===== src/rtl/hcti_pkg.sv =====
// Shared constants, types and the specific heat table for the interpolator.
`default_nettype none

package hcti_pkg;

  localparam int TEMP_W         = 16;
  localparam int CAP_W          = 18;
  localparam int TABLE_POINTS   = 29;
  localparam int TEMP_FRAC_BITS = 4;
  localparam int STORED_POINTS  = 29;
  localparam int USED_POINTS    = (TABLE_POINTS > STORED_POINTS) ? STORED_POINTS :
                                  ((TABLE_POINTS < 1) ? 1 : TABLE_POINTS);

  localparam longint KELVIN_FIRST = 300;
  localparam longint KELVIN_STEP  = 100;
  localparam longint STEP         = KELVIN_STEP << TEMP_FRAC_BITS;
  localparam longint BASE         = KELVIN_FIRST << TEMP_FRAC_BITS;
  localparam longint TOP          = BASE + (USED_POINTS - 1) * STEP;

  localparam int SEG_W = $clog2(STORED_POINTS);
  localparam int REM_W = $clog2(STEP);

  // Segment index: multiply by a rounded-up reciprocal of the step, exact for 16-bit offsets
  localparam int     DIV1_SHIFT = TEMP_W + $clog2(STEP);
  localparam int     M1_W       = TEMP_W + 1;
  localparam int     QP_W       = TEMP_W + M1_W;
  localparam logic [M1_W-1:0] DIV1_MULT =
    M1_W'(((64'd1 << DIV1_SHIFT) + STEP - 1) / STEP);

  // Blend: (diff * rem + step/2) / step, done as a shift by the fraction bits
  // followed by a reciprocal multiply for the division by the kelvin step
  localparam int PROD_W = CAP_W + REM_W;
  localparam int SH_W   = PROD_W + 1 - TEMP_FRAC_BITS;
  localparam logic [PROD_W:0] HALF = (PROD_W + 1)'(STEP >> 1);
  localparam int DIV2_SHIFT = SH_W + $clog2(KELVIN_STEP);
  localparam int M2_W       = SH_W + 1;
  localparam int P2_W       = SH_W + M2_W;
  localparam logic [M2_W-1:0] DIV2_MULT =
    M2_W'(((64'd1 << DIV2_SHIFT) + KELVIN_STEP - 1) / KELVIN_STEP);

  localparam logic [CAP_W-1:0] CP_TABLE [STORED_POINTS] = '{
    18'd60291,  18'd68042,  18'd72228,  18'd74806,  18'd76572,  18'd77885,
    18'd78930,  18'd79805,  18'd80579,  18'd81303,  18'd82033,  18'd82842,
    18'd83817,  18'd85071,  18'd86725,  18'd88909,  18'd91750,  18'd95370,
    18'd99871,  18'd105334, 18'd111816, 18'd119350, 18'd127949, 18'd137600,
    18'd148268, 18'd159905, 18'd172449, 18'd185825, 18'd199956
  };

  localparam logic [CAP_W-1:0] CP_FIRST = CP_TABLE[0];
  localparam logic [CAP_W-1:0] CP_LAST  = CP_TABLE[USED_POINTS-1];

  // Segment word handed from the lookup stages to the blend stages
  typedef struct packed {
    logic             valid;
    logic [CAP_W-1:0] lo;
    logic [CAP_W-1:0] diff;
    logic [REM_W-1:0] rem;
  } seg_t;

  function automatic logic [CAP_W-1:0] cp_lookup(input logic [SEG_W-1:0] idx);
    logic [CAP_W-1:0] v;
    v = '0;
    if (int'(idx) < STORED_POINTS) v = CP_TABLE[idx];
    return v;
  endfunction

endpackage

`default_nettype wire


===== src/rtl/hcti_segment.sv =====
// Clamp detection, segment index by reciprocal multiply and table lookup (three stages).
`default_nettype none

module hcti_segment (
  input  wire logic                  clk,
  input  wire logic                  rst,
  input  wire logic                  in_valid,
  input  wire logic [hcti_pkg::TEMP_W-1:0] temperature,
  output hcti_pkg::seg_t             seg_out
);
  import hcti_pkg::*;

  logic              valid1, below1, above1;
  logic [TEMP_W-1:0] off1;
  logic              valid2, below2, above2;
  logic [TEMP_W-1:0] off2;
  logic [QP_W-1:0]   qprod2;
  seg_t              seg;

  logic [SEG_W-1:0]  idx;
  logic [TEMP_W-1:0] rem_full;
  logic [CAP_W-1:0]  lo_v, hi_v;
  seg_t              seg_next;

  always_comb begin
    idx      = qprod2[DIV1_SHIFT +: SEG_W];
    rem_full = off2 - TEMP_W'(longint'(idx) * STEP);
    lo_v     = cp_lookup(idx);
    hi_v     = cp_lookup(idx + SEG_W'(1));
    seg_next.valid = valid2;
    seg_next.rem   = rem_full[REM_W-1:0];
    if (below2) begin
      seg_next.lo   = CP_FIRST;
      seg_next.diff = '0;
    end else if (above2) begin
      seg_next.lo   = CP_LAST;
      seg_next.diff = '0;
    end else begin
      seg_next.lo   = lo_v;
      seg_next.diff = (hi_v > lo_v) ? (hi_v - lo_v) : '0;
    end
  end

  always_ff @(posedge clk) begin
    if (rst) begin
      valid1    <= 1'b0;
      valid2    <= 1'b0;
      seg.valid <= 1'b0;
    end else begin
      valid1    <= in_valid;
      valid2    <= valid1;
      seg.valid <= seg_next.valid;
    end
    below1 <= longint'(temperature) <= BASE;
    above1 <= longint'(temperature) >= TOP;
    off1   <= temperature - TEMP_W'(BASE);
    below2 <= below1;
    above2 <= above1;
    off2   <= off1;
    qprod2 <= off1 * DIV1_MULT;
    seg.lo   <= seg_next.lo;
    seg.diff <= seg_next.diff;
    seg.rem  <= seg_next.rem;
  end

  assign seg_out = seg;

endmodule

`default_nettype wire


===== config.mk =====
export PLATFORM = sky130hd
export DESIGN_NAME = hcti_segment
export DESIGN_NICKNAME = d
export VERILOG_FILES = /design/src/rtl/hcti_pkg.sv /design/src/rtl/hcti_segment.sv
export SDC_FILE = /design/constraint.sdc
export NUM_CORES = 1
export LEC_CHECK = 0
export ABC_AREA = 1
export BUFFER_PORTS_ARGS = -buffer_cell sky130_fd_sc_hd__buf_4
export CAP_MARGIN = 5
export CORE_MARGIN = 2
export CORE_UTILIZATION = 58
export DETAILED_ROUTE_END_ITERATION = 16
export GPL_TIMING_DRIVEN = 1
export PLACE_DENSITY = 0.79
export SYNTH_ARGS = -nofsm -noshare
export SYNTH_HDL_FRONTEND = slang
export SYNTH_SLANG_ARGS = --single-unit

===== constraint.sdc =====
create_clock -name clk -period 10.15 [get_ports clk]
set_input_delay 2.03 -clock clk [delete_from_list [all_inputs] [get_ports clk]]
set_output_delay 2.03 -clock clk [all_outputs]
set_load 0.05 [all_outputs]

# After elaboration in Yosys (flattened, before gate mapping)
# Memory sizes are Yosys's and may differ from the RTL's.
# Cells that the tools add are included.
[totals]
n_memories = 2
output_inout_bits = 48
reg_bits = 113
rom_bits = 1152
word_cells = 42
[memory_table]
columns = ["name", "words", "word_bits", "read_ports", "rd_ports_with_merged_regs", "wr", "line_no", "source"]
rows = [
  ["(no name shown)", 32, 18, 1, 0, 0, "hcti_pkg.sv:63", "if (int'(idx) < STORED_POINTS) v = CP_TABLE[idx];"],
  ["(no name shown)", 32, 18, 1, 0, 0, "hcti_pkg.sv:63", ""],
]
[classes]
n_addsub = 4
bitwise = 3
mux = 8
n_reduce_logical = 2
magnitude_cmp = 7
multipliers = 2
[ops]
columns = ["op", "n"]
rows = [
  ["18-bit two-way mux", 7],
  ["36-bit two-way mux", 1],
  ["16-bit by 17-bit multiplier with 32-bit output, second input constant", 1],
  ["18-bit greater-than comparator", 1],
  ["18-bit subtractor", 1],
  ["16-bit greater-or-equal comparator, second input constant", 1],
  ["16-bit by 13-bit <= comparator with 1-bit output, second input constant", 1],
  ["16-bit by 13-bit subtractor with 16-bit output, second input constant", 1],
  ["6-bit greater-or-equal comparator, second input constant", 2],
  ["5-bit inverter with 6-bit output", 2],
  ["11-bit subtractor", 1],
  ["5-bit less-than comparator, second input constant", 2],
  ["5-bit by 1-bit adder with 5-bit output, second input constant", 1],
  ["5-bit by 4-bit multiplier with 5-bit output, second input constant", 1],
  ["3-bit OR reduction", 1],
  ["2-bit OR reduction", 1],
  ["1-bit inverter", 1],
]

# Longest topological paths before layout
# Gate-level depths: netlist (run 1).
[logic_depth]
word_depth = 9
ltp_mapped = 25
ltp_nobuf = 25

# Worst setup path before layout (run 1)
# Ideal clock, no wire load.
[synth_path]
path_type = "register to register"
start = "register off1[14]"
end = "register qprod2[30]"
t_arrival_ns = 4.637
stages_incl_launch_ff = 22
setup_ns = 0.112
slack_ns = 5.401
synth_period_minus_slack_ns = 4.749
cell_sequence = "dfxtp_1 > fa_1 > inv_1 > fa_1 > inv_1 > fa_1 > fa_1 > fa_1 > inv_1 > fa_1 > inv_1 > ha_1 > nand2_1 > nand2_1 > nand3_1 > nand2_1 > nand2_1 > nand2_1 > a21oi_1 > nand2_1 > nand2_1 > nand2_1"
[synth_via]
elab_chain_cells = 1
[synth_lines]
columns = ["item", "line_no", "source"]
rows = [
  ["start: declaration", "hcti_segment.sv:14", "logic [TEMP_W-1:0] off1;"],
  ["start signal: assignment", "hcti_segment.sv:56", "off1 <= temperature - TEMP_W'(BASE);"],
  ["16-bit by 17-bit multiplier with 32-bit output", "hcti_segment.sv:60", "qprod2 <= off1 * DIV1_MULT;"],
  ["end signal: assignment", "hcti_segment.sv:60", ""],
  ["end: declaration", "hcti_segment.sv:17", "logic [QP_W-1:0] qprod2;"],
]
# No other way between the ends.
# A chain may end at the register's enable or synchronous reset.

# Worst setup path in the final report (run 1)
[layout_path]
start = "register off1[10]"
end = "register qprod2[30]"
# The elaborated chain is that of the path after synthesis.

==> impl_metrics.ini, run 1 <==
[grt]
overflow = 0
grt_max_degree = 26
grt_pass1_vias = 9146
grt_pass1_wl_um = 44800
grt_usage = 0.289
antenna_found_initial = 0

[logic_synthesis]
yosysMostFrequentCell = inv_1
synth_edf_count = 0
syn_inst = 1386
synth_top_flop_cell = dfxtp_1
synth_top_area_share = 0.209
synth_seq_cells = 86
syn-mean-instance-area_um2 = 7.64
synth_area_leaders = ha_1 (21%), fa_1 (19%), dfxtp_1 (16%)
synth_nets = 1680
synth_top_cell_by_area = ha_1
synthArstFlopShare = 0
yosysWarnings = 0
ys_seq_area_frac = 0.163
synth_common_cells = inv_1 (289), nand2_1 (272), ha_1 (177)
syn_area_um2 = 10600
post_synth_num_cell_types = 46

[routing]
wirelength_um = 26800
drc = 0
viasPerCell = 5.33
drt_iter0_drc = 625
wl_per_cell_um = 16.0
dr_total_vias = 8951
first_pass_iters = 5
ant_nets = 0

[flow_run]
drv_cap = 0

[setup_path]
r2r_end = qprod2[30]
start_kind = register
crit_path_end = qprod2[30]
crit_family = adder cells
worstSetupStartpoint = off1[10]
worstPathMaxFanout = 6
endpoint_kind = register
crit_chain = fa_1 -> fa_1 -> inv_1 -> fa_1 -> inv_1 -> fa_1 -> fa_1 -> fa_1 -> ha_1 -> nand2_1 -> nor2_1 -> nand2_1 -> nor3_1 -> nand2_1 -> nand3_1 -> nand2_1
slowest_stage = dfxtp_1
reg2reg_from = off1[10]
path_class = register to register
rrSetupSlack_ps = 5000
cp.arrival_ps = 5390
path_depth = 16
crit_required_ps = 10400
path_buf_inv = 2
cpPeakStageDelay_ps = 590
reg2regPathDepth = 16
crit_top_cell = fa_1

[cells_and_area]
antenna_cells = 0
drive_gt1_frac = 0.0904
final_cells = 1678
final_nets = 1739
syn_to_final_growth_pct = 9.01

[floorplanning]
fp.coreArea_um2 = 18000
ioPinCount = 67
start_util = 0.590
dieArea_um2 = 19400
rows = 49
die_w_um = 139
die_h_um = 139

[place]
dp_hpwl_um = 22700
dp_slack_ps = 5030
dp_cells = 1663
portBuffers = 66
globalplace.congestion = 0.989

[clock_network]
cts_sinks = 86
clk_path_buf_depth = 2
numCtsBuffers = 9
insertion_delay_ps = 350
htreeDepth = 3
cts_root_buf = clkbuf_16
holdBufCountCts = 0
postCtsSetupRepairBufs = 0
clkTransAtPathRegs_ps = 70
cts-resized-gates = 0
cts_tree = built

[sta]
drv_slew = 0
slew_headroom = 0.477
timing_hold_violations_final = 0
fin_crit_ps = 5150
setup_viol = 0
finalSetupTns_ps = 0
period_share = 0.507
fmax_mhz = 194
rsz0062_at_grt = false
worstMarginPinSlew_ps = 778
finClkSkew_ps = 17.6
layout_setup_ws_ps = 5000

[status]
status = finished clean

[hold_path]
hp-class = register to register
[layer usage]
layer,track usage,wire length [um],up-vias
li1,-,-,4458
met1,0.344,10700,4144
met2,0.519,13700,277
met4,0.128,1090,0
met5,0,0,-
met3,0.0407,1360,72
[placed cells by master, fill, tap and decap left out, types with 62 or more instances in the layout]
cell / Yosys / layout
ha_1: 177 / 177
nand2_1: 272 / 272
buf_4: 2 / 70
nor2_1: 107 / 107
o21ai_0: 62 / 62
a21oi_1: 66 / 66
fa_1: 98 / 98
nand3_1: 67 / 67
inv_1: 289 / 289
dfxtp_1: 86 / 86
[stage by stage]
step / util / hold slack [ps] / cell area (um2)
after floorplan: - / 310 / 10600
after global placement: 0.626 / 313 / 11200
after detailed placement: 0.626 / 314 / 11200
after CTS: 0.643 / 328 / 11500
after global routing: 0.643 / 337 / 11500
final: 0.643 / 328 / 11500
[worst min-delay path by stage]
| stage | slack (ps) | startpoint | cells after the start | end |
|---|---|---|---|---|
| 6_report | 330 | above1 | 0 | above2 |
| 5_1_grt | 340 | qprod2[0] | 0 | seg_out[0] |
| 4_1_cts | 330 | qprod2[0] | 0 | seg_out[0] |
| 3_5_place_dp | 310 | qprod2[0] | 0 | seg_out[0] |
| 3_3_place_gp | 310 | off2[2] | 0 | seg_out[2] |
| 2_1_floorplan | 310 | above1 | 0 | above2 |
[worst reg2reg max path: stages, from the launching register on]
cell and delay, ps:
dfxtp_1 590, fa_1 580, fa_1 530, inv_1 60, fa_1 540, inv_1 60, fa_1 500, fa_1 540
fa_1 520, ha_1 360, nand2_1 110, nor2_1 170, nand2_1 90, nor3_1 190, nand2_1 90, nand3_1 90
nand2_1 60
[cells by family after synthesis]
| kind of cell | count (synthesis) | synth area share |
|---|---|---|
| compound gates | 174 | 0.0916 |
| flops | 86 | 0.163 |
| fa+ha+maj | 275 | 0.394 |
| simple gates | 506 | 0.208 |
| buf+inv | 318 | 0.120 |
| xor+xnor | 27 | 0.0241 |
[state kept, by name (all words and copies together), names as in the netlist]
register  count
seg_out      48
off1         16
off2         10
qprod2        6
above1        1
above2        1
below1        1
below2        1
valid1        1
valid2        1
[cell type report]
cell class	instances	area, um2
well taps	229	287
inverters	296	1120
multi-input cells	982	7600
clock inverters	6	70.1
clock buffers	9	225
repair buffers	70	526
fillers	1597	6420
flip-flops and latches	86	1720
Power of run 1 is left out: the tool's default activity adds up to more than one toggle a clock period on the data nets, which glitch-free logic cannot reach.
==> run 2, diff against run 1 <==
ABC_AREA = 0   (was 1)
clock period = 5.1 ns   (was 10.15 ns; I/O delays follow)
==> impl_metrics.ini, run 2 <==
[status]
status = finished with violations
violations = negative setup slack

[clock_network]
cts_tree = built
cts_sinks = 86
cts_root_buf = clkbuf_16
clkTransAtPathRegs_ps = 80
insertion_delay_ps = 350
htreeDepth = 3
numCtsBuffers = 9
clk_path_buf_depth = 2

[logic_synthesis]
synth_top_cell_by_area = ha_1
syn_area_um2 = 9860
synth_edf_count = 0
synth_top_area_share = 0.225
yosysWarnings = 0
synthArstFlopShare = 0
synth_top_flop_cell = dfxtp_1
yosysMostFrequentCell = inv_1
syn-mean-instance-area_um2 = 8.90
synth_seq_cells = 86
syn_inst = 1107
synth_common_cells = inv_1 (195), ha_1 (177), fa_1 (98)
synth_nets = 1401
ys_seq_area_frac = 0.175
post_synth_num_cell_types = 66
synth_area_leaders = ha_1 (22%), fa_1 (20%), dfxtp_1 (17%)

[setup_path]
rrSetupSlack_ps = -330
endpoint_kind = register
cpPeakStageDelay_ps = 590
crit_chain = fa_2 -> inv_2 -> fa_1 -> inv_2 -> fa_1 -> fa_1 -> fa_1 -> inv_1 -> fa_2 -> inv_2 -> ha_4 -> a211oi_4 -> o21ai_2 -> a221oi_2 -> o21ai_1 -> a221oi_2 -> o21bai_1 -> xor2_1
worstSetupStartpoint = off1[13]
path_class = register to register
reg2reg_from = off1[13]
crit_required_ps = 5340
slowest_stage = fa_2
crit_family = adder cells
cp.arrival_ps = 5660
worstPathMaxFanout = 3
start_kind = register
path_buf_inv = 4
crit_top_cell = fa_1

[grt]
antenna_found_initial = 0
grt_pass1_vias = 8451
grt_usage = 0.299
grt_max_degree = 43
grt_pass1_wl_um = 41800
overflow = 0

[sta]
layout_setup_ws_ps = -327
setup_viol = 4
period_share = 1.06
fmax_mhz = 184
worstMarginPinSlew_ps = 762
slew_headroom = 0.492
timing_hold_violations_final = 0
rsz0062_at_grt = true
fin_crit_ps = 5430
drv_slew = 0
finClkSkew_ps = 12.0

[cells_and_area]
drive_gt1_frac = 0.180
syn_to_final_growth_pct = 17.4
final_cells = 1437
mostFrequentLayoutCell = inv_1
antenna_cells = 0
final_cell_mix = inv_1 (183), ha_1 (163), buf_4 (135)
final_nets = 1506
largest_reg_flops = 48

[routing]
wirelength_um = 27200
wl_per_cell_um = 18.9
drt_iter0_drc = 652
first_pass_iters = 5
drc = 0
dr_total_vias = 8337
ant_nets = 0
viasPerCell = 5.80

[floorplanning]
dieArea_um2 = 18100
rows = 47
fp.coreArea_um2 = 16600
die_h_um = 134
start_util = 0.594
die_w_um = 134
ioPinCount = 67

[place]
dp_hpwl_um = 20500
dp_cells = 1417
dp_slack_ps = -187
globalplace.congestion = 0.959
portBuffers = 66

[hold_path]
holdCritStartpoint = off2[4]
hp-class = register to register

[flow_run]
drv_cap = 0
==> run 2: logic make-up (layout without fill, tap and decap cells) <==
| group | Yosys count | after routing | synth area share |
|---|---|---|---|
| adder cells (fa/ha/maj) | 275 | 275 | 0.424 |
| flip-flops | 86 | 86 | 0.175 |
| buffers and inverters | 238 | 348 | 0.0947 |
| XOR/XNOR | 39 | 39 | 0.0347 |
| AO/OA/AOI/OAI | 246 | 246 | 0.165 |
| AND/OR/NAND/NOR | 216 | 216 | 0.100 |
| multiplexers | 7 | 7 | 0.00711 |
==> run 2: metrics by stage <==
stage | instance area, um2 | hold WS, ps | setup TNS (ps) | util
detailed placement | 11000 | 313 | -525 | 0.661
finish | 11600 | 330 | -937 | 0.697
CTS | 11500 | 329 | -125 | 0.692
floorplan | 9890 | 310 | 0 | -
global placement | 11000 | 311 | -68.8 | 0.661
global route | 11600 | 333 | -1490 | 0.697
==> run 2: path summary, 6_finish.rpt <==
check / cells after the start / end
worst max-delay path: 18 / qprod2[29]
worst min-delay path: 0 / seg_out[4]
worst max register to register: 18 / qprod2[29]
worst min register to register: 0 / seg_out[4]
==> run 2: worst reg2reg max path: stages, from the launching register on <==
cell      delay (ps)
dfxtp_2          340
fa_2             590
inv_2             50
fa_1             510
inv_2             40
fa_1             490
fa_1             440
fa_1             520
inv_1             60
fa_2             520
inv_2             50
ha_4             160
a211oi_4         260
o21ai_2          120
a221oi_2         310
o21ai_1          130
a221oi_2         390
o21bai_1         160
xor2_1           160
==> run 2: routing by layer <==
metal | GRT usage | part of all wire | vias to the layer above
met5 | 0 | 0 | -
met4 | 0.168 | 0.061 | 0
met3 | 0.0348 | 0.045 | 112
met2 | 0.538 | 0.50 | 339
met1 | 0.343 | 0.39 | 3962
li1 | - | - | 3924
==> run 2: timing repair <==
action                                  in CTS  in global routing
endpoints found under the setup margin       5                  5
resized for setup                           35                 16
hold buffers                                 0                  0
buffers inserted                             3                  1
pin swaps                                   46                 23
==> run 2: final cells by class <==
type | instances | area, um2
multi-input cells | 783 | 7480
fillers | 1254 | 5020
flip-flops and latches | 86 | 1750
repair buffers | 135 | 1010
inverters | 197 | 739
well taps | 220 | 275
clock buffers | 9 | 225
clock inverters | 7 | 90.1
Power of run 2 is left out for the same reason.
